--- config.mk ---
export PLATFORM = sky130hd
export DESIGN_NAME = rpm_mac
export DESIGN_NICKNAME = d
export VERILOG_FILES = /design/src/rtl/rpm_pkg.sv /design/src/rtl/rpm_mac.sv
export SDC_FILE = /design/constraint.sdc
export NUM_CORES = 2
export LEC_CHECK = 0
export ABC_CLOCK_PERIOD_IN_PS = 22000
export CELL_PAD_IN_SITES_DETAIL_PLACEMENT = 2
export CELL_PAD_IN_SITES_GLOBAL_PLACEMENT = 2
export CORE_MARGIN = 3
export CORE_UTILIZATION = 43
export DETAILED_ROUTE_END_ITERATION = 8
export DONT_BUFFER_PORTS = 1
export PLACE_DENSITY_LB_ADDON = 0.1
export SETUP_SLACK_MARGIN = 0.4
export SLEW_MARGIN = 10
export SYNTH_ARGS = -nofsm -noshare
export SYNTH_HDL_FRONTEND = slang
export SYNTH_SLANG_ARGS = --single-unit
--- constraint.sdc ---
create_clock -name i_clk -period 22 [get_ports i_clk]
set_input_delay 2.2 -clock i_clk [delete_from_list [all_inputs] [get_ports i_clk]]
set_output_delay 2.2 -clock i_clk [all_outputs]
set_load 0.1 [all_outputs]
--- src/rtl/rpm_pkg.sv ---
// rpm_pkg: shared types and constants of the ray-parity point-in-mesh core.
// No dependencies.
package rpm_pkg;

    localparam int CoordW = 32;
    localparam int CountBits = 24;
    localparam int TotalW = 24;
    localparam int CfgIdxW = 3;
    localparam int DiffW = 33;
    localparam int ProdW = 66;
    localparam int AccW = 104;

    localparam logic [CfgIdxW-1:0] RegOrgX = 3'd0;
    localparam logic [CfgIdxW-1:0] RegOrgY = 3'd1;
    localparam logic [CfgIdxW-1:0] RegOrgZ = 3'd2;
    localparam logic [CfgIdxW-1:0] RegDirX = 3'd3;
    localparam logic [CfgIdxW-1:0] RegDirY = 3'd4;
    localparam logic [CfgIdxW-1:0] RegDirZ = 3'd5;

    localparam logic signed [CoordW-1:0] DirXReset = 32'sd55044;
    localparam logic signed [CoordW-1:0] DirYReset = 32'sd20421;
    localparam logic signed [CoordW-1:0] DirZReset = 32'sd29118;

    typedef struct packed {
        logic signed [CoordW-1:0] a_x;
        logic signed [CoordW-1:0] a_y;
        logic signed [CoordW-1:0] a_z;
        logic signed [CoordW-1:0] b_x;
        logic signed [CoordW-1:0] b_y;
        logic signed [CoordW-1:0] b_z;
        logic signed [CoordW-1:0] c_x;
        logic signed [CoordW-1:0] c_y;
        logic signed [CoordW-1:0] c_z;
        logic                     last_tri;
    } t_tri;

    typedef struct packed {
        logic              inside_res;
        logic [TotalW-1:0] hit_total;
    } t_res;

endpackage

--- src/rtl/rpm_mac.sv ---
// rpm_mac: shared multiply-accumulate unit of the ray-parity core.
// Depends on rpm_pkg. Signed 67x67-bit product split into four partial
// products of about 34x34 bits, then accumulated into a 104-bit register.
module rpm_mac (
    input  logic                      i_clk,
    input  logic                      i_start,
    input  logic                      i_clr,
    input  logic                      i_sub,
    input  logic signed [66:0]        i_a,
    input  logic signed [66:0]        i_b,
    output logic                      o_done,
    output logic signed [rpm_pkg::AccW-1:0] o_acc
);
    import rpm_pkg::*;

    // operands split: lo 33 bits unsigned, hi 34 bits signed
    logic signed [66:0]   r_a, r_b;
    logic [1:0]           r_ph;
    logic                 r_busy;
    logic                 r_clr, r_sub;
    logic signed [AccW-1:0] r_prod, r_acc;
    logic signed [34:0]   w_x, w_y;
    logic signed [69:0]   w_pp;
    logic signed [AccW-1:0] w_sh, w_prod_n;

    always_comb begin
        w_x = r_ph[0] ? 35'($signed(r_a[66:33])) : $signed({2'b00, r_a[32:0]});
        w_y = r_ph[1] ? 35'($signed(r_b[66:33])) : $signed({2'b00, r_b[32:0]});
        w_pp = w_x * w_y;
        case (r_ph)
            2'd0:    w_sh = AccW'(w_pp);
            2'd1,
            2'd2:    w_sh = AccW'(w_pp) <<< 33;
            default: w_sh = AccW'(w_pp) <<< 66;
        endcase
        w_prod_n = r_prod + w_sh;
    end

    always_ff @(posedge i_clk) begin
        o_done <= 1'b0;
        if (i_start) begin
            r_a <= i_a;
            r_b <= i_b;
            r_ph <= 2'd0;
            r_busy <= 1'b1;
            r_prod <= '0;
            r_clr <= i_clr;
            r_sub <= i_sub;
        end else if (r_busy) begin
            r_prod <= w_prod_n;
            r_ph <= r_ph + 2'd1;
            if (r_ph == 2'd3) begin
                r_busy <= 1'b0;
                o_done <= 1'b1;
                r_acc <= (r_clr ? '0 : r_acc) + (r_sub ? -w_prod_n : w_prod_n);
            end
        end
    end
    assign o_acc = r_acc;
endmodule

# After elaboration in Yosys (flattened, before gate mapping)

Cells that the tools add are included.

Register bits: 348
Output and inout bits: 105
Word-level logic and storage cells: 31

$add $sub $neg: 4
Muxes and demuxes: 8
Reduce and logical (&&, ||, !) cells: 4
Equal/unequal tests: 3
Bitwise logic cells: 2
$mul: 1

Operator list:

| kind                                                | number |
|---|---|
| adder 104 bit                                       | 2 |
| two-way mux 104 bit                                 | 2 |
| one-hot mux 104 bit (2 select lines)                | 1 |
| negation 104 bit                                    | 1 |
| multiplier 35 x 35 -> 70 bit                        | 1 |
| two-way mux 35 bit                                  | 2 |
| equality test 2 bit, second input constant          | 2 |
| OR reduction 2 bit                                  | 2 |
| two-way mux 1 bit                                   | 3 |
| AND reduction 3 bit                                 | 1 |
| adder 2 x 1 -> 2 bit, second input constant         | 1 |
| equality test 2 x 1 -> 1 bit, second input constant | 1 |
| logical NOT 2 bit                                   | 1 |
| NOT 1 bit                                           | 2 |

# Logic depth before layout (Yosys ltp)

Depth in word-level cells: 7
Mapped depth: 72
Mapped depth without buffers: 67

# Worst setup path after synthesis

OpenSTA, ideal clock, no wires.

Path kind: reg-to-reg
Start: register r_ph[0]
End: register r_acc[103], in the netlist o_acc[103] (data pin)
Data arrival time: 16.267 ns
Setup time: 0.268 ns
Path slack: 5.466 ns
Cell stages (with the launch flop): 68
Period minus slack after synthesis: 16.534 ns
Cell sequence: dfxtp_1 -> clkbuf_1 -> buf_1 -> buf_1 -> mux2i_1 -> clkbuf_1 -> nor2_1 -> fa_1 -> inv_1 -> fa_1 -> fa_1 -> inv_1 -> fa_1 -> inv_1 -> fa_1 -> inv_1 -> fa_1 -> fa_1 -> [32 not listed] -> xnor2_1 -> ha_1 -> a21o_1 -> a21o_1 -> a21o_1 -> a21oi_1 -> nor2b_1 -> o21ai_0 -> nand2b_1 -> a221o_1 -> a211oi_1 -> o21ai_0 -> a21oi_1 -> a21oi_1 -> o21a_1 -> nor2_1 -> xnor2_1 -> xnor3_1

Word-level cells in the longest chain between the ends: 7

RTL lines:

| what                                                                      | line                         | text |
|---|---|---|
| from (decl)                                                               | rpm_mac.sv:18                | `logic [1:0] r_ph;` |
| from (signal assigned)                                                    | rpm_mac.sv:51                | `r_ph <= r_ph + 2'd1;` |
| two-way mux 35 bit, or another cell as far along                          | rpm_mac.sv:27                | `w_x = r_ph[0] ? 35'($signed(r_a[66:33])) : $signed({2'b00, r_a[32:0]});` |
| multiplier 35 x 35 -> 70 bit / OR reduction 2 bit (equally long branches) | rpm_mac.sv:29, rpm_mac.sv:30 |  |
| one-hot mux 104 bit (2 select lines) (*)                                  | rpm_mac.sv:30                | `case (r_ph)` |
| adder 104 bit (*)                                                         | rpm_mac.sv:36                | `w_prod_n = r_prod + w_sh;` |
| negation 104 bit                                                          | rpm_mac.sv:55                | `r_acc <= (r_clr ? '0 : r_acc) + (r_sub ? -w_prod_n : w_prod_n);` |
| two-way mux 104 bit (*)                                                   | rpm_mac.sv:55                |  |
| adder 104 bit (*)                                                         | rpm_mac.sv:55                |  |
| to (signal assigned)                                                      | rpm_mac.sv:55                |  |
| to (decl)                                                                 | rpm_mac.sv:21                | `logic signed [AccW-1:0] r_prod, r_acc;` |

Every way passes the cells marked *; elsewhere a longest branch is shown, timed or not.
A chain may end at the register's enable or synchronous reset.

# Worst setup path in the final report

Ends and elaborated chain as after synthesis.

==> out/results.tsv <==
stage	metric	value	unit
run_status	status	finished, final reports clean	
yosys	asr flop ratio synth	0	%
critical_path	crit path max-delay cell type	mux2i_2	
yosys	EDFF count, synth	240	
critical_path	Setup CP Type	flop to flop	
job	max cap viols	0	
floorplanning	# IOs	243	
yosys	Netlist cell types	89	
sta	TNS Setup	0	ps
layout	final net count	9407	
critical_path	startpoint types	flop	
yosys	multiplexer share of the synthesized area	3.21	%
yosys	area share of fa/ha/maj cells after synthesis	44.8	%
clock_network	CTS sink cnt	348	
clock_network	Hold Buf Count CTS	0	
clock_network	TritonCTS clock tree	yes	
yosys	Synth Flop Type	edfxtp_1	
layout	Fill cells	17549	
yosys	Area contributors post-synth	fa_1 37%, edfxtp_1 10%, ha_1 7.8%	
critical_path	Worst EP arrival	20940	ps
place	gpl congestion	0.935	
clock_network	Setup Fix Bufs, Post-CTS	0	
route	final WL	292000	µm
clock_network	CTS root buf	clkbuf_16	
route	initial drt markers	3887	
route	Vias/cell	5.84	
floorplanning	Initial Util	43.3	%
route	wire per inst	29.9	µm
global_route	all-layer global routing usage	35.2	%
yosys	Compound-Gate Fraction of Synth Area	10.8	%
sta	period utilisation layout	93.2	%
layout	P&R area growth vs syn	6.31	%
yosys	Synth Register Bits	348	
global_route	global-route wire length before repair	438000	µm
yosys	Synth Area in XOR/XNOR	4.62	%
floorplanning	die height	408	µm
sta	Max Slew Vio Count	0	
yosys	yosys warns	0	
clock_network	clk slew on worst S/H paths	60	ps
critical_path	Worst setup EP type	flop	
place	Post-DP HPWL	236000	µm
yosys	Avg Inst Size Synth	9.03	µm²
floorplanning	die area	167000	µm²
yosys	area leader, netlist	fa_1	
layout	ratio of cells with drive above 1 in the final layout	4.90	%
route	DR vias	56909	
global_route	pin count of the biggest net entering global routing	246	
sta	Setup Skew	31.2	ps
clock_network	Skew-Pair Late Insertion Delay	710	ps
sta	f_max	48.8	MHz
sta	Slew Limit Headroom	4.01	%
critical_path	CP Max Fanout	29	
yosys	Synth Area in Simple Gates	14.3	%
min_path	Tightest Hold Check Type	flop to flop	
clock_network	number of CTS-inserted buffers	48	
global_route	initial antenna violation count	6	
route	DRT Pass-1 Iters	5	
global_route	total global routing overflow	0	
yosys	syn nets	9575	
yosys	Yosys top cell area share	37.0	%
floorplanning	core area	161000	µm²
route	DRC violations left	0	
yosys	Cells after Synth	7716	
yosys	Post-Syn Area	69700	µm²
sta	final hold violation count	0	
sta	unrepaired setup endpoints after global routing	false	
sta	min Tclk post-route	20510	ps
sta	worst-margin pin slew	1430	ps
place	Port-buffer cells	0	
floorplanning	Die W	408	µm
clock_network	H-tree levels	2	
global_route	vias in the first global route	66054	
clock_network	Clock Tree Buf Depth	3	
yosys	largest family of logic cells by synthesized area	adder cells	
sta	final setup fails	0	
floorplanning	Placement Rows	147	
clock_network	CTS resizes	0	
critical_path	Worst Path Required	22440	ps
critical_path	Top cell by count, worst path	fa_1	
yosys	sequential share of the synthesized area	13.5	%
route	Detail Route Antenna Nets	0	
critical_path	CP max stage delay	900	ps
## layout make-up
type	instances	area, µm²	share of cell area, %
Clock buffer	63	1350	1.82
Timing Repair Buffer	123	923	1.25
Inverter	1281	4810	6.49
Tap cell	2160	2700	3.65
Multi-Input combinational cell	5746	54600	73.7
Sequential cell	348	9380	12.7
Clock inverter	26	303	0.409
Antenna cell	1	2.50	0.00338
## worst max-delay path: cells and delay by family, from the launching register on
kind | cells | cell delay (ps)
buffers and inverters | 6 | 1230
xor gates and xnor gates | 5 | 1220
adders and majority gates | 11 | 5440
AOI/OAI and AO/OA | 21 | 5820
DFF | 1 | 660
and+or+nand+nor | 17 | 4770
muxes | 1 | 900
## synthesized netlist by cell type (34+ instances only)
cell type	count
clkbuf_1	313
nand4_1	56
a21oi_1	290
nor2_1	988
dfxtp_1	108
a21o_1	210
ha_1	432
a22oi_1	34
nand2b_1	44
o21bai_1	55
o21a_1	36
a211oi_1	40
nand2_1	748
nand3_1	54
fa_1	1289
xnor2_1	256
and2_1	35
o21ai_0	232
nor2b_1	133
mux2i_1	158
inv_1	1278
o31ai_1	47
xor2_1	109
or3_1	43
mux2_2	58
nor3_1	48
edfxtp_1	240
## layer usage
layer  wire (µm)  track usage [%]
met1      116000             44.0
met2      139000             58.6
met3       17800             5.65
met4       19500             18.7
met5          27                0
## state kept, by name, summed over array words and instances (netlist names)
name	cells
r_b	67
r_prod	104
r_busy	1
r_ph	2
r_clr	1
o_acc	104
o_done	1
r_sub	1
r_a	67
## worst paths after layout
| kind | start | end | slack, ps | depth (start not counted) |
|---|---|---|---|---|
| setup / recovery | r_ph[0] | o_acc[103] | 1490 | 61 |
| setup reg to reg | r_ph[0] | o_acc[103] | 1490 | 61 |
| hold / removal | r_prod[99] | r_prod[99] | 490 | 2 |
| hold reg to reg | r_prod[99] | r_prod[99] | 490 | 2 |
## stage by stage
step	hold slack [ps]	cells	worst slack (ps)	utilization, %	instance area, µm²
after detailed placement	489	9658	1990	45.0	72400
after floorplan	450	7716	5470	-	69700
after global placement	473	9658	2350	45.0	72400
after CTS	497	9747	1810	46.1	74000
final	491	9748	1490	46.1	74000
after global routing	510	9747	514	46.1	74000
## kinds of logic (layout without fill, tap and decap cells)
group / after synthesis / after routing
simple gates: 2286 / 2286
fa+ha+maj: 1721 / 1721
buf+inv: 1622 / 1493
compound gates: 1157 / 1157
xor+xnor: 366 / 366
flops: 348 / 348
mux: 216 / 216
other cells: 0 / 1
## cell usage in the layout, fill, tap and decap left out, types with 47 or more instances in the layout
master / netlist / layout
ha_1: 432 / 432
nand2_1: 748 / 748
dfxtp_1: 108 / 105
xnor2_1: 256 / 256
edfxtp_1: 240 / 240
nor2b_1: 133 / 132
a21oi_1: 290 / 289
nor2_1: 988 / 988
nand3_1: 54 / 54
xor2_1: 109 / 109
inv_1: 1278 / 1278
mux2i_1: 158 / 106
nor3_1: 48 / 47
buf_4: 0 / 123
mux2_2: 58 / 58
o21bai_1: 55 / 55
fa_1: 1289 / 1286
o21ai_0: 232 / 232
clkbuf_16: 0 / 49
a21o_1: 210 / 210
nand4_1: 56 / 56
Power is not shown: default switching activity piles up to over one toggle a cycle in this logic, so the estimate is an artifact.
